[config.mk]
export PLATFORM = sky130hd
export DESIGN_NAME = ordered_array_insert_erase
export DESIGN_NICKNAME = d
export VERILOG_FILES = /design/src/hdl/oaie_pkg.sv /design/src/hdl/ordered_array_insert_erase.sv /design/src/hdl/oaie_ram.sv /design/src/hdl/oaie_ctrl.sv /design/src/hdl/oaie_dp.sv
export SDC_FILE = /design/constraint.sdc
export NUM_CORES = 2
export LEC_CHECK = 0
export BUFFER_PORTS_ARGS = -buffer_cell sky130_fd_sc_hd__buf_2
export CORE_AREA = 2 2 401 403
export CTS_BUF_LIST = sky130_fd_sc_hd__clkbuf_4
export DETAILED_ROUTE_END_ITERATION = 10
export DIE_AREA = 0 0 403 405
export PLACE_DENSITY = 0.84
export SETUP_SLACK_MARGIN = 0.05
export SKIP_LAST_GASP = 1
export SYNTH_ARGS = -nofsm -noshare
export SYNTH_HDL_FRONTEND = slang
export SYNTH_SLANG_ARGS = --single-unit
[constraint.sdc]
create_clock -name i_clk -period 5.45 [get_ports i_clk]
set_input_delay 0.2725 -clock i_clk [delete_from_list [all_inputs] [get_ports i_clk]]
set_output_delay 0.2725 -clock i_clk [all_outputs]
set_load 0.1 [all_outputs]
[src/hdl/oaie_pkg.sv]
// Shared types and constants for the ordered array insert/erase block.
`timescale 1ns / 1ps
`default_nettype none

package oaie_pkg;

    localparam int DEPTH  = 64;
    localparam int ADDR_W = $clog2(DEPTH);
    localparam int CNT_W  = $clog2(DEPTH + 1);
    localparam int IDX_W  = 7;
    localparam int DATA_W = 32;
    localparam int CAP_W  = 7;

    typedef enum logic [1:0] {
        REQ_APPEND = 2'd0,
        REQ_READ   = 2'd1,
        REQ_INSERT = 2'd2,
        REQ_ERASE  = 2'd3
    } t_req;

    typedef enum logic [2:0] {
        S_IDLE,
        S_DECIDE,
        S_SHIFT_RD,
        S_SHIFT_WR,
        S_INS_PUT,
        S_FINISH
    } t_state;

    // Commands from the controller to the datapath.
    typedef struct packed {
        logic load;        // capture the incoming word
        logic decide;      // latch the verdict and start the shift pointer
        logic wr_tail;     // write the value behind the last entry
        logic rd_nb;       // read the neighbor of the shift pointer
        logic shift_step;  // move the read entry to the pointer, step the pointer
        logic put_val;     // write the value at the request index
        logic finish;      // load the result register and update the count
    } t_cmd;

    // Status from the datapath to the controller.
    typedef struct packed {
        t_req req;
        logic ok;          // request passes its bound checks
        logic shift_empty; // no entries need to move
        logic shift_done;  // the current step moves the last entry
        logic out_free;    // the result register can take a new word
    } t_status;

endpackage

`default_nettype wire

[src/hdl/ordered_array_insert_erase.sv]
// Top level of the ordered array block: stream ports, register port, controller and datapath.
`timescale 1ns / 1ps
`default_nettype none

// Keeps an ordered array of up to 64 signed 32-bit words and answers append, read,
// insert and erase requests, one result word per request word. Requests are handled
// one at a time. Append, read and any rejected request go from the idle state through
// the decide state to the finish state. An insert or erase moves entries one place per
// shift step through the storage RAM, whose read data is registered (a read state, then
// a write state); an insert then writes its value at the request index.
// A new request word is taken once the previous result is registered; the result
// register holds it until the downstream side takes it. Capacity (register 0) may
// only be written while no request is in flight; values above 64 act as 64.

module ordered_array_insert_erase (
    input  wire logic        i_clk,
    input  wire logic        i_rst_n,
    input  wire logic        s_axis_tvalid,
    output logic             s_axis_tready,
    input  wire logic [39:0] s_axis_tdata,  // index[6:0], value[38:7], zero[39]
    input  wire logic [1:0]  s_axis_tuser,  // req_type[1:0]
    output logic             m_axis_tvalid,
    input  wire logic        m_axis_tready,
    output logic      [39:0] m_axis_tdata,  // read_data[31:0], fill_count[38:32], zero[39]
    output logic      [0:0]  m_axis_tuser,  // ok[0]
    input  wire logic        psel,
    input  wire logic        penable,
    input  wire logic        pwrite,
    input  wire logic [2:0]  paddr,
    input  wire logic [31:0] pwdata,
    output logic      [31:0] prdata,
    output logic             pready
);

    import oaie_pkg::*;

    localparam logic ADDR_CAP = 1'b0;

    t_cmd              cmd;
    t_status           status;
    logic              in_valid;
    logic              cfg_we;
    logic [CAP_W-1:0]  cap;
    logic              out_ok;
    logic [DATA_W-1:0] out_data;
    logic [CNT_W-1:0]  out_cnt;

    assign pready   = 1'b1;
    assign cfg_we   = psel && penable && pwrite && (paddr[2] == ADDR_CAP);
    assign prdata   = (paddr[2] == ADDR_CAP) ? {{(32 - CAP_W){1'b0}}, cap} : '0;
    assign in_valid = s_axis_tvalid;

    oaie_ctrl u_ctrl (
        .i_clk      (i_clk),
        .i_rst_n    (i_rst_n),
        .i_in_valid (in_valid),
        .o_in_ready (s_axis_tready),
        .i_status   (status),
        .o_cmd      (cmd)
    );

    oaie_dp u_dp (
        .i_clk       (i_clk),
        .i_rst_n     (i_rst_n),
        .i_cmd       (cmd),
        .o_status    (status),
        .i_req_type  (s_axis_tuser),
        .i_index     (s_axis_tdata[IDX_W-1:0]),
        .i_value     (s_axis_tdata[IDX_W+DATA_W-1:IDX_W]),
        .i_cfg_we    (cfg_we),
        .i_cfg_wdata (pwdata[CAP_W-1:0]),
        .o_cap       (cap),
        .o_out_valid (m_axis_tvalid),
        .i_out_ready (m_axis_tready),
        .o_out_ok    (out_ok),
        .o_out_data  (out_data),
        .o_out_cnt   (out_cnt)
    );

    assign m_axis_tdata = {1'b0, out_cnt, out_data};
    assign m_axis_tuser = out_ok;

endmodule

`default_nettype wire

[src/hdl/oaie_ram.sv]
// Generic single-write, single-read RAM with registered read data.
`timescale 1ns / 1ps
`default_nettype none

module oaie_ram #(
    parameter int WIDTH = 32,
    parameter int DEPTH = 64
) (
    input  wire logic                     i_clk,
    input  wire logic                     i_we,
    input  wire logic [$clog2(DEPTH)-1:0] i_waddr,
    input  wire logic [WIDTH-1:0]         i_wdata,
    input  wire logic [$clog2(DEPTH)-1:0] i_raddr,
    output logic      [WIDTH-1:0]         o_rdata
);

    logic [WIDTH-1:0] r_mem [DEPTH];

    always_ff @(posedge i_clk) begin
        if (i_we) begin
            r_mem[i_waddr] <= i_wdata;
        end
        o_rdata <= r_mem[i_raddr];
    end

endmodule

`default_nettype wire

[src/hdl/oaie_ctrl.sv]
// Controller state machine that sequences each request through the datapath.
`timescale 1ns / 1ps
`default_nettype none

module oaie_ctrl (
    input  wire logic              i_clk,
    input  wire logic              i_rst_n,
    input  wire logic              i_in_valid,
    output logic                   o_in_ready,
    input  wire oaie_pkg::t_status i_status,
    output oaie_pkg::t_cmd         o_cmd
);

    import oaie_pkg::*;

    t_state r_state;
    t_state n_state;

    always_ff @(posedge i_clk) begin
        if (!i_rst_n) begin
            r_state <= S_IDLE;
        end else begin
            r_state <= n_state;
        end
    end

    always_comb begin
        n_state    = r_state;
        o_cmd      = '0;
        o_in_ready = 1'b0;
        case (r_state)
            S_IDLE: begin
                o_in_ready = 1'b1;
                if (i_in_valid) begin
                    o_cmd.load = 1'b1;
                    n_state    = S_DECIDE;
                end
            end
            S_DECIDE: begin
                o_cmd.decide = 1'b1;
                case (i_status.req)
                    REQ_APPEND: begin
                        o_cmd.wr_tail = i_status.ok;
                        n_state       = S_FINISH;
                    end
                    REQ_INSERT: begin
                        if (!i_status.ok) begin
                            n_state = S_FINISH;
                        end else if (i_status.shift_empty) begin
                            n_state = S_INS_PUT;
                        end else begin
                            n_state = S_SHIFT_RD;
                        end
                    end
                    REQ_ERASE: begin
                        if (!i_status.ok || i_status.shift_empty) begin
                            n_state = S_FINISH;
                        end else begin
                            n_state = S_SHIFT_RD;
                        end
                    end
                    default: begin
                        n_state = S_FINISH;
                    end
                endcase
            end
            S_SHIFT_RD: begin
                o_cmd.rd_nb = 1'b1;
                n_state     = S_SHIFT_WR;
            end
            S_SHIFT_WR: begin
                o_cmd.shift_step = 1'b1;
                if (!i_status.shift_done) begin
                    n_state = S_SHIFT_RD;
                end else if (i_status.req == REQ_INSERT) begin
                    n_state = S_INS_PUT;
                end else begin
                    n_state = S_FINISH;
                end
            end
            S_INS_PUT: begin
                o_cmd.put_val = 1'b1;
                n_state       = S_FINISH;
            end
            S_FINISH: begin
                if (i_status.out_free) begin
                    o_cmd.finish = 1'b1;
                    n_state      = S_IDLE;
                end
            end
            default: begin
                n_state = S_IDLE;
            end
        endcase
    end

endmodule

`default_nettype wire

[src/hdl/oaie_dp.sv]
// Datapath: request registers, count, capacity, shift pointer, storage and result register.
`timescale 1ns / 1ps
`default_nettype none

module oaie_dp (
    input  wire logic                          i_clk,
    input  wire logic                          i_rst_n,
    input  wire oaie_pkg::t_cmd                i_cmd,
    output oaie_pkg::t_status                  o_status,
    input  wire logic [1:0]                    i_req_type,
    input  wire logic [oaie_pkg::IDX_W-1:0]    i_index,
    input  wire logic [oaie_pkg::DATA_W-1:0]   i_value,
    input  wire logic                          i_cfg_we,
    input  wire logic [oaie_pkg::CAP_W-1:0]    i_cfg_wdata,
    output logic      [oaie_pkg::CAP_W-1:0]    o_cap,
    output logic                               o_out_valid,
    input  wire logic                          i_out_ready,
    output logic                               o_out_ok,
    output logic      [oaie_pkg::DATA_W-1:0]   o_out_data,
    output logic      [oaie_pkg::CNT_W-1:0]    o_out_cnt
);

    import oaie_pkg::*;

    t_req               r_req;
    logic [IDX_W-1:0]   r_idx;
    logic [DATA_W-1:0]  r_val;
    logic [CNT_W-1:0]   r_cnt;
    logic [CAP_W-1:0]   r_cap;
    logic [ADDR_W-1:0]  r_ptr;
    logic               r_ok;
    logic               r_out_valid;
    logic               r_out_ok;
    logic [DATA_W-1:0]  r_out_data;
    logic [CNT_W-1:0]   r_out_cnt;

    logic [CAP_W-1:0]   cap_eff;
    logic               has_room;
    logic               idx_below;
    logic               ok_now;
    logic [ADDR_W-1:0]  nb;
    logic [CNT_W-1:0]   n_cnt;

    logic               mem_we;
    logic [ADDR_W-1:0]  mem_waddr;
    logic [DATA_W-1:0]  mem_wdata;
    logic [ADDR_W-1:0]  mem_raddr;
    logic [DATA_W-1:0]  mem_rdata;

    // Capacity above the built depth saturates to the depth.
    assign cap_eff   = (r_cap > CAP_W'(DEPTH)) ? CAP_W'(DEPTH) : r_cap;
    assign has_room  = CAP_W'(r_cnt) < cap_eff;
    assign idx_below = IDX_W'(r_cnt) > r_idx;

    always_comb begin
        case (r_req)
            REQ_APPEND: ok_now = has_room;
            REQ_READ:   ok_now = idx_below;
            REQ_INSERT: ok_now = has_room && (r_idx <= IDX_W'(r_cnt));
            REQ_ERASE:  ok_now = idx_below;
            default:    ok_now = 1'b0;
        endcase
    end

    // Insert walks down from the count toward the index, erase walks up.
    assign nb = (r_req == REQ_INSERT) ? (r_ptr - ADDR_W'(1)) : (r_ptr + ADDR_W'(1));

    assign o_status.req         = r_req;
    assign o_status.ok          = (r_req == REQ_READ) ? idx_below : ok_now;
    assign o_status.shift_empty = (r_req == REQ_INSERT)
                                ? (IDX_W'(r_cnt) == r_idx)
                                : ((r_idx + IDX_W'(1)) == IDX_W'(r_cnt));
    assign o_status.shift_done  = (r_req == REQ_INSERT)
                                ? (nb == r_idx[ADDR_W-1:0])
                                : ((CNT_W'(nb) + CNT_W'(1)) == r_cnt);
    assign o_status.out_free    = !r_out_valid || i_out_ready;

    always_comb begin
        mem_we    = 1'b0;
        mem_waddr = r_ptr;
        mem_wdata = mem_rdata;
        if (i_cmd.wr_tail) begin
            mem_we    = 1'b1;
            mem_waddr = r_cnt[ADDR_W-1:0];
            mem_wdata = r_val;
        end else if (i_cmd.put_val) begin
            mem_we    = 1'b1;
            mem_waddr = r_idx[ADDR_W-1:0];
            mem_wdata = r_val;
        end else if (i_cmd.shift_step) begin
            mem_we    = 1'b1;
        end
    end

    assign mem_raddr = i_cmd.rd_nb ? nb : r_idx[ADDR_W-1:0];

    oaie_ram #(
        .WIDTH (DATA_W),
        .DEPTH (DEPTH)
    ) u_ram (
        .i_clk   (i_clk),
        .i_we    (mem_we),
        .i_waddr (mem_waddr),
        .i_wdata (mem_wdata),
        .i_raddr (mem_raddr),
        .o_rdata (mem_rdata)
    );

    always_comb begin
        n_cnt = r_cnt;
        if (r_ok) begin
            case (r_req)
                REQ_APPEND: n_cnt = r_cnt + CNT_W'(1);
                REQ_INSERT: n_cnt = r_cnt + CNT_W'(1);
                REQ_ERASE:  n_cnt = r_cnt - CNT_W'(1);
                default:    n_cnt = r_cnt;
            endcase
        end
    end

    always_ff @(posedge i_clk) begin
        if (i_cmd.load) begin
            r_req <= t_req'(i_req_type);
            r_idx <= i_index;
            r_val <= i_value;
        end
        if (i_cmd.decide) begin
            r_ok  <= o_status.ok;
            r_ptr <= (r_req == REQ_INSERT) ? r_cnt[ADDR_W-1:0] : r_idx[ADDR_W-1:0];
        end else if (i_cmd.shift_step) begin
            r_ptr <= nb;
        end
        if (i_cmd.finish) begin
            r_out_ok   <= r_ok;
            r_out_data <= (r_ok && r_req == REQ_READ) ? mem_rdata : '0;
            r_out_cnt  <= n_cnt;
        end
    end

    always_ff @(posedge i_clk) begin
        if (!i_rst_n) begin
            r_cnt       <= '0;
            r_cap       <= CAP_W'(DEPTH);
            r_out_valid <= 1'b0;
        end else begin
            if (i_cmd.finish) begin
                r_cnt <= n_cnt;
            end
            if (i_cfg_we) begin
                r_cap <= i_cfg_wdata;
            end
            if (i_cmd.finish) begin
                r_out_valid <= 1'b1;
            end else if (i_out_ready) begin
                r_out_valid <= 1'b0;
            end
        end
    end

    assign o_cap       = r_cap;
    assign o_out_valid = r_out_valid;
    assign o_out_ok    = r_out_ok;
    assign o_out_data  = r_out_data;
    assign o_out_cnt   = r_out_cnt;

endmodule

`default_nettype wire

After elaboration in Yosys (flattened, before gate mapping) --
Memory sizes are Yosys's and may differ from the RTL's. A register that Yosys moved wholly into a read port is not among the register bits. Cells that the tools add are included.
Operators by class: multiplexer cells 43, order comparisons 4, equal/unequal tests 14, reductions and logical operators 15, bitwise logic cells 1, add/sub/neg operators 6
Operator list (count):
- $mux 32 | 2
- $mux 6 | 7
- $eq 7x7->1 | 3
- $mux 7 | 3
- $mux 1 | 20
- $mux 3 | 6
- $pmux 3 s6 | 1
- $add 7x1->7 const B | 2
- $pmux 7 s2 | 1
- $add 6x1->7 const B | 1
- $gt 7x7->1 | 1
- $gt 7x7->1 const B | 1
- $le 7x7->1 | 1
- $lt 7x7->1 | 1
- $sub 7x1->7 const B | 1
- $add 6x1->6 const B | 1
- $eq 3x2->1 const B | 2
- $eq 3x3->1 const B | 2
- $eq 6x6->1 | 1
- $pmux 3 s2 | 1
- $sub 6x1->6 const B | 1
- $logic_and 1x1->1 | 5
- $eq 2x2->1 const B | 2
- $ne 2x2->1 const B | 2
- 12 further kinds | 15
Storage, ports and cells: register bits after elaboration 106, input bits 84, output and inout port bits 76, logic and storage cells 96, memories 1, RAM bits 2048
Memory list:
- u_dp.u_ram.r_mem | depth 64, width 32, rd ports 1, clocked after memory_dff 1, write ports 1, RTL line oaie_ram.sv:17 | logic [WIDTH-1:0] r_mem [DEPTH];

Logic depth before layout (Yosys ltp) --
depth in word-level cells 11, gate-level depth with buffers 14, mapped depth without buffers 10

Modules after synthesis --
Synthesis repeated with hierarchy kept, for this count alone.
Second synthesis, totals: cell total of the unflattened synthesis 3859, area total of the unflattened synthesis 84598.6 µm²
Modules (own cells, without submodules):
- oaie_ram | area an instance 78515.3 µm², instances 1, sequential area each 62139.6 µm², cells an instance 3324
- oaie_dp | area an instance 5532.8 µm², instances 1, sequential area each 2942.8 µm², cells an instance 464
- ordered_array_insert_erase | area an instance 281.5 µm², instances 1, sequential area each 0.0 µm², cells an instance 37
- oaie_ctrl | area an instance 269.0 µm², instances 1, sequential area each 60.1 µm², cells an instance 34

Worst setup path after synthesis --
Ideal clock, no wire load.
kind register -> register, start reg u_dp.r_cap[6] (netlist: u_dp.o_cap[6]), end mem u_dp.u_ram.r_mem[17][0], enable pin, data required time 4989 ps, arrival 4590 ps, library setup time 461 ps, buffers on the path 1, stages on the path, launching flop included 11, clock period less this slack 5051 ps, slack 399 ps, cell sequence dfxtp_1 -> clkinv_1 -> nand2_1 -> ha_1 -> o21ai_0 -> o21bai_1 -> a41oi_1 -> o21bai_1 -> clkbuf_1 -> mux2_2 -> nor3_1
On the way: cells in the longest elaborated chain, start to end 11, elaborated cells on any way between the ends 12, those cells by class order compare (2); mux (9); reduce/logical (1)
RTL lines:
- from (decl) | RTL line oaie_dp.sv:29 | logic [CAP_W-1:0] r_cap;
- from (signal assigned) | RTL line oaie_dp.sv:143 | r_cap <= CAP_W'(DEPTH);
- from (signal assigned) | RTL line oaie_dp.sv:150 | r_cap <= i_cfg_wdata;
- $gt 7x7->1 | RTL line oaie_dp.sv:51 | assign cap_eff = (r_cap > CAP_W'(DEPTH)) ? CAP_W'(DEPTH) : r_cap;
- $mux 7 * | RTL line oaie_dp.sv:51
- $lt 7x7->1 * | RTL line oaie_dp.sv:52 | assign has_room = CAP_W'(r_cnt) < cap_eff;
- $logic_and 1x1->1 | RTL line oaie_dp.sv:59 | REQ_INSERT: ok_now = has_room && (r_idx <= IDX_W'(r_cnt));
- $pmux 1 s3 * | RTL line oaie_dp.sv:56 | case (r_req)
- $mux 1 * | RTL line oaie_dp.sv:69 | assign o_status.ok = (r_req == REQ_READ) ? idx_below : ok_now;
- $mux 1 * | RTL line oaie_ctrl.sv:41 | case (i_status.req)
- $mux 2 * | RTL line oaie_ctrl.sv:31 | case (r_state)
- $mux 1 | RTL line oaie_dp.sv:82 | if (i_cmd.wr_tail) begin
- $mux 1 | RTL line oaie_ram.sv:20 | if (i_we) begin
- $mux 1 (not written as such) | RTL line oaie_ram.sv:21 | r_mem[i_waddr] <= i_wdata;
- to (decl) | RTL line oaie_ram.sv:17
Mark *: on every way between the ends. The rest lies on a longest branch, timed or not.

Final worst setup path --
start reg u_dp.r_req[0], end reg u_dp.u_ram.o_rdata[10] (read register of u_dp.u_ram.r_mem)
On the way: cells in the longest elaborated chain, start to end 3
RTL lines:
- from (decl) | RTL line oaie_dp.sv:25 | t_req r_req;
- from (signal assigned) | RTL line oaie_dp.sv:123 | r_req <= t_req'(i_req_type);
- $eq 2x2->1 | RTL line oaie_dp.sv:66 | assign nb = (r_req == REQ_INSERT) ? (r_ptr - ADDR_W'(1)) : (r_ptr + ADDR_W'(1));
- $mux 6 | RTL line oaie_dp.sv:66
- $mux 6 | RTL line oaie_dp.sv:95 | assign mem_raddr = i_cmd.rd_nb ? nb : r_idx[ADDR_W-1:0];
- to (decl) | RTL line oaie_ram.sv:14 | output logic [WIDTH-1:0] o_rdata
Every way passes these cells. A chain may end at the register's enable or synchronous reset.

==> flow_results.xml <==
<?xml version="1.0" encoding="UTF-8"?>
<metrics>
  <group name="status">
    <metric name="status" unit="">finished, final reports clean</metric>
  </group>
  <group name="grt">
    <metric name="track_usage" unit="%">28.9</metric>
    <metric name="grt-ovfl-total" unit="">0</metric>
    <metric name="grt_pass1_wl" unit="µm">348000</metric>
    <metric name="via_count_of_the_first_global_routing_pass" unit="">57357</metric>
    <metric name="grt_max_degree" unit="">160</metric>
    <metric name="grt_antenna_before_repair" unit="">7</metric>
  </group>
  <group name="worst_setup_path">
    <metric name="crit_type" unit="">flip-flop to flip-flop</metric>
    <metric name="critical_path.cell_chain" unit="">nand2b_1, inv_2, ha_1, a211oi_1, nor2_1, o311ai_4, buf_12, o22ai_1, a221o_1, a22oi_1, o221ai_1</metric>
    <metric name="timing.critical_path.max_delay_family" unit="">compound AO/OA/AOI/OAI gates</metric>
    <metric name="max_stage_delay" unit="ns">0.54</metric>
    <metric name="worst_setup_path_start_kind" unit="">flip-flop</metric>
    <metric name="worst-endpoint-arrival" unit="ns">5.97</metric>
    <metric name="cp_max_fo" unit="">65</metric>
    <metric name="critical_path_buf_inv_count" unit="">2</metric>
    <metric name="crit_required" unit="ns">6.64</metric>
    <metric name="timing.critical_path.to_type" unit="">flip-flop</metric>
    <metric name="critPathSlowestCell" unit="">sky130_fd_sc_hd__a22oi_1</metric>
  </group>
  <group name="floorplanning">
    <metric name="io-pin-count" unit="">160</metric>
    <metric name="design.die.area" unit="µm²">163000</metric>
    <metric name="dieWidth" unit="µm">403</metric>
    <metric name="die_height" unit="µm">405</metric>
    <metric name="core_area" unit="µm²">159000</metric>
    <metric name="row_count" unit="">147</metric>
    <metric name="start_util" unit="%">58.6</metric>
  </group>
  <group name="synthesis">
    <metric name="synth.most_common_cell" unit="">sky130_fd_sc_hd__edfxtp_1</metric>
    <metric name="synth_sequential_area_ratio" unit="%">69.8</metric>
    <metric name="post_synth_most_frequent_cells" unit="">2,136 x sky130_fd_sc_hd__edfxtp_1, 1,560 x sky130_fd_sc_hd__mux2i_1, 318 x sky130_fd_sc_hd__nand2_1</metric>
    <metric name="postSynthAreaPerCell" unit="µm²">16.3</metric>
    <metric name="postSynthCellCount" unit="">5717</metric>
    <metric name="post_synth_main_area_contributors" unit="">sky130_fd_sc_hd__edfxtp_1 69%, sky130_fd_sc_hd__mux2i_1 17%, sky130_fd_sc_hd__mux2_2 2.0%</metric>
    <metric name="synth-simple-area-share" unit="%">3.35</metric>
    <metric name="main_combinational_cell_family_by_area_after_synthesis" unit="">multiplexers</metric>
    <metric name="synth.ff_latch_count" unit="">2186</metric>
    <metric name="syn_area" unit="µm²">93300</metric>
    <metric name="synth_largest_area_cell" unit="">sky130_fd_sc_hd__edfxtp_1</metric>
    <metric name="synthesis.yosys.warnings" unit="">0</metric>
    <metric name="xor_xnor_cell_area_share_of_the_yosys_netlist" unit="%">0.306</metric>
    <metric name="ys_dominant_reg_cell" unit="">sky130_fd_sc_hd__edfxtp_1</metric>
    <metric name="edff_count_synth" unit="">2136</metric>
    <metric name="synth_top_area_share" unit="%">68.7</metric>
    <metric name="compound_gate_fraction_of_synth_area" unit="%">5.26</metric>
    <metric name="synth_mux_area_share" unit="%">18.7</metric>
    <metric name="synth_cell_types" unit="">70</metric>
    <metric name="synthAdderAreaFrac" unit="%">0.365</metric>
    <metric name="postSynth.asyncResetShare" unit="%">0</metric>
  </group>
  <group name="route">
    <metric name="wl_per_cell" unit="µm">27.2</metric>
    <metric name="first_iter_violations" unit="">7013</metric>
    <metric name="drtPass1Iterations" unit="">8</metric>
    <metric name="vias" unit="">56405</metric>
    <metric name="detail-route-antenna-nets" unit="">0</metric>
    <metric name="detail_route.drc_violations" unit="">0</metric>
    <metric name="drt-total-wl" unit="µm">240000</metric>
    <metric name="via_per_inst" unit="">6.39</metric>
  </group>
  <group name="power">
    <metric name="power_per_cell_area" unit="nW/µm²">475</metric>
    <metric name="total_leakage_power" unit="nW">40.2</metric>
    <metric name="vdd.ir_drop.worst" unit="mV">0.398</metric>
  </group>
  <group name="timing">
    <metric name="report.final.hold_viol_count" unit="">0</metric>
    <metric name="fin_crit_sh" unit="%">87.7</metric>
    <metric name="finalWorstPathRequiredPeriod" unit="ns">4.78</metric>
    <metric name="max-slew-margin-rel" unit="%">6.06</metric>
    <metric name="skew" unit="ns">0.108</metric>
    <metric name="setup_viol" unit="">0</metric>
    <metric name="tns" unit="ns">0</metric>
    <metric name="report.final.slew_viol_count" unit="">0</metric>
    <metric name="final_worst_slack" unit="ns">0.670</metric>
    <metric name="clock.fmax" unit="GHz">0.209</metric>
    <metric name="grt_setup_unrepaired" unit="">false</metric>
    <metric name="worst_pin_slew" unit="ns">1.41</metric>
  </group>
  <group name="flow_run">
    <metric name="max_cap_violations" unit="">0</metric>
  </group>
  <group name="clock_network">
    <metric name="cts_htree_levels" unit="">6</metric>
    <metric name="cts_made_buffers" unit="">537</metric>
    <metric name="tritoncts_num_sinks" unit="">2186</metric>
    <metric name="tritoncts" unit="">done</metric>
    <metric name="clockBufferDepth" unit="">4</metric>
    <metric name="clk_transition_reported_paths" unit="ns">0.11</metric>
    <metric name="clock_network_latency_to_the_later_pin_of_the_worst_skew_pair" unit="ns">1.38</metric>
    <metric name="root_buffer" unit="">sky130_fd_sc_hd__clkbuf_4</metric>
  </group>
  <group name="layout">
    <metric name="final_layout_size_suffix_gt1_share" unit="%">21.4</metric>
    <metric name="layout_overhead_on_the_synthesized_area" unit="%">13.3</metric>
    <metric name="num-nets-final" unit="">6463</metric>
  </group>
  <group name="placement">
    <metric name="io_buffer_count" unit="">104</metric>
    <metric name="pre_cts_ws" unit="ns">0.920</metric>
    <metric name="place_congestion" unit="">0.873</metric>
    <metric name="dpl.hpwl" unit="µm">125000</metric>
  </group>
  <group name="worst_hold_path">
    <metric name="hold_path_class" unit="">input pin to flip-flop</metric>
  </group>
</metrics>
==> worst min-delay path: stages <==
cell and delay (ns):
sky130_fd_sc_hd__dlygate4sd3_1 0.52, sky130_fd_sc_hd__buf_2 0.09, sky130_fd_sc_hd__dlygate4sd3_1 0.54
==> sequential cells by signal, summed over array words and instances (netlist names) <==
register	cells
u_ctrl.r_state	3
u_dp.r_ok	1
u_dp.r_val	32
u_dp.o_out_valid	1
u_dp.r_cnt	7
u_dp.r_ptr	6
u_dp.o_out_data	32
u_dp.r_req	2
u_dp.o_cap	7
u_dp.u_ram.r_mem	2048
u_dp.u_ram.o_rdata	32
u_dp.o_out_cnt	7
u_dp.r_idx	7
u_dp.o_out_ok	1
==> worst paths after layout <==
path	start	end	slack (ns)	depth (start not counted)
worst min-delay path	s_axis_tdata[21]	u_dp.r_val[14]	0.16	3
worst min register to register	u_dp.u_ram.o_rdata[7]	u_dp.o_out_data[7]	0.56	1
worst max-delay path	u_dp.r_req[0]	u_dp.u_ram.o_rdata[10]	0.67	11
worst max register to register	u_dp.r_req[0]	u_dp.u_ram.o_rdata[10]	0.67	11
==> through the flow <==
| step | hold WS (ns) | instance area (µm²) | power, mW | cells | util, % |
|---|---|---|---|---|---|
| finish | 0.157 | 106000 | 50.2 | 8824 | 66.4 |
| global route | 0.0739 | 106000 | 51.6 | 8823 | 66.4 |
| CTS | 0.0259 | 106000 | 49.7 | 8816 | 66.4 |
| detailed placement | 0.451 | 97800 | 36.2 | 7782 | 61.4 |
| global placement | 0.450 | 97800 | 35.7 | 7782 | 61.4 |
| floorplan | 0.371 | 93400 | 30.9 | 5742 | - |
==> layer usage <==
metal	vias to the layer above	track usage, %	routed length (µm)
li1	24069	-	-
met1	27893	35.5	84600
met2	3662	46.1	113000
met3	777	6.86	27200
met4	4	18.7	15400
met5	-	0	28
==> power breakdown <==
group	switching, mW	internal, mW	leakage [nW]	total (mW)
logic	9.90	4.09	16.3	14.0
clock network	6.39	7.19	4.06	13.6
registers	0.363	22.3	19.8	22.7
==> layout by cell type, fill, tap and decap left out, types with 20 or more instances in the layout <==
cell and count:
sky130_fd_sc_hd__dfxtp_1 50, sky130_fd_sc_hd__inv_1 20, sky130_fd_sc_hd__xnor2_1 22, sky130_fd_sc_hd__a221oi_1 65
sky130_fd_sc_hd__dlygate4sd3_1 118, sky130_fd_sc_hd__o221ai_1 34, sky130_fd_sc_hd__mux2_2 165, sky130_fd_sc_hd__buf_4 187
sky130_fd_sc_hd__buf_12 58, sky130_fd_sc_hd__nor2_1 30, sky130_fd_sc_hd__buf_2 104, sky130_fd_sc_hd__a31oi_1 135
sky130_fd_sc_hd__clkinv_1 79, sky130_fd_sc_hd__o22ai_1 129, sky130_fd_sc_hd__nor2_4 60, sky130_fd_sc_hd__nand2_1 318
sky130_fd_sc_hd__conb_1 27, sky130_fd_sc_hd__inv_2 20, sky130_fd_sc_hd__clkbuf_4 796, sky130_fd_sc_hd__a211oi_1 130
sky130_fd_sc_hd__a22oi_1 33, sky130_fd_sc_hd__edfxtp_1 2136, sky130_fd_sc_hd__and2_1 164, sky130_fd_sc_hd__nor2b_1 25
sky130_fd_sc_hd__ha_1 24, sky130_fd_sc_hd__a221o_1 64, sky130_fd_sc_hd__mux2i_1 1558
==> layout make-up <==
class                      count  area (µm²)
antenna                        8        20.0
clock buffer                 796        5980
clock inverter               120         767
fill                        9851       53600
inverter                      22        82.6
multi-input combinational   3139       26900
sequential                  2186       65100
tap                         2086        2610
timing repair buffer         467        4270
==> logic make-up (layout without fill, tap and decap cells) <==
| family | count (synthesis) | in the layout |
|---|---|---|
| XOR/XNOR | 31 | 31 |
| multiplexers | 1726 | 1726 |
| AND/OR/NAND/NOR | 661 | 661 |
| adder cells (fa/ha/maj) | 26 | 26 |
| AO/OA/AOI/OAI | 668 | 668 |
| buffers and inverters | 417 | 1405 |
| flip-flops | 2186 | 2186 |
| other | 2 | 35 |
==> repair_timing <==
item	4_1_cts	5_1_grt
setup buffers	0	0
endpoints found under the hold margin	107	0
hold buffers	118	0
resized for setup	0	0
Power figures use the tool's default switching activity.
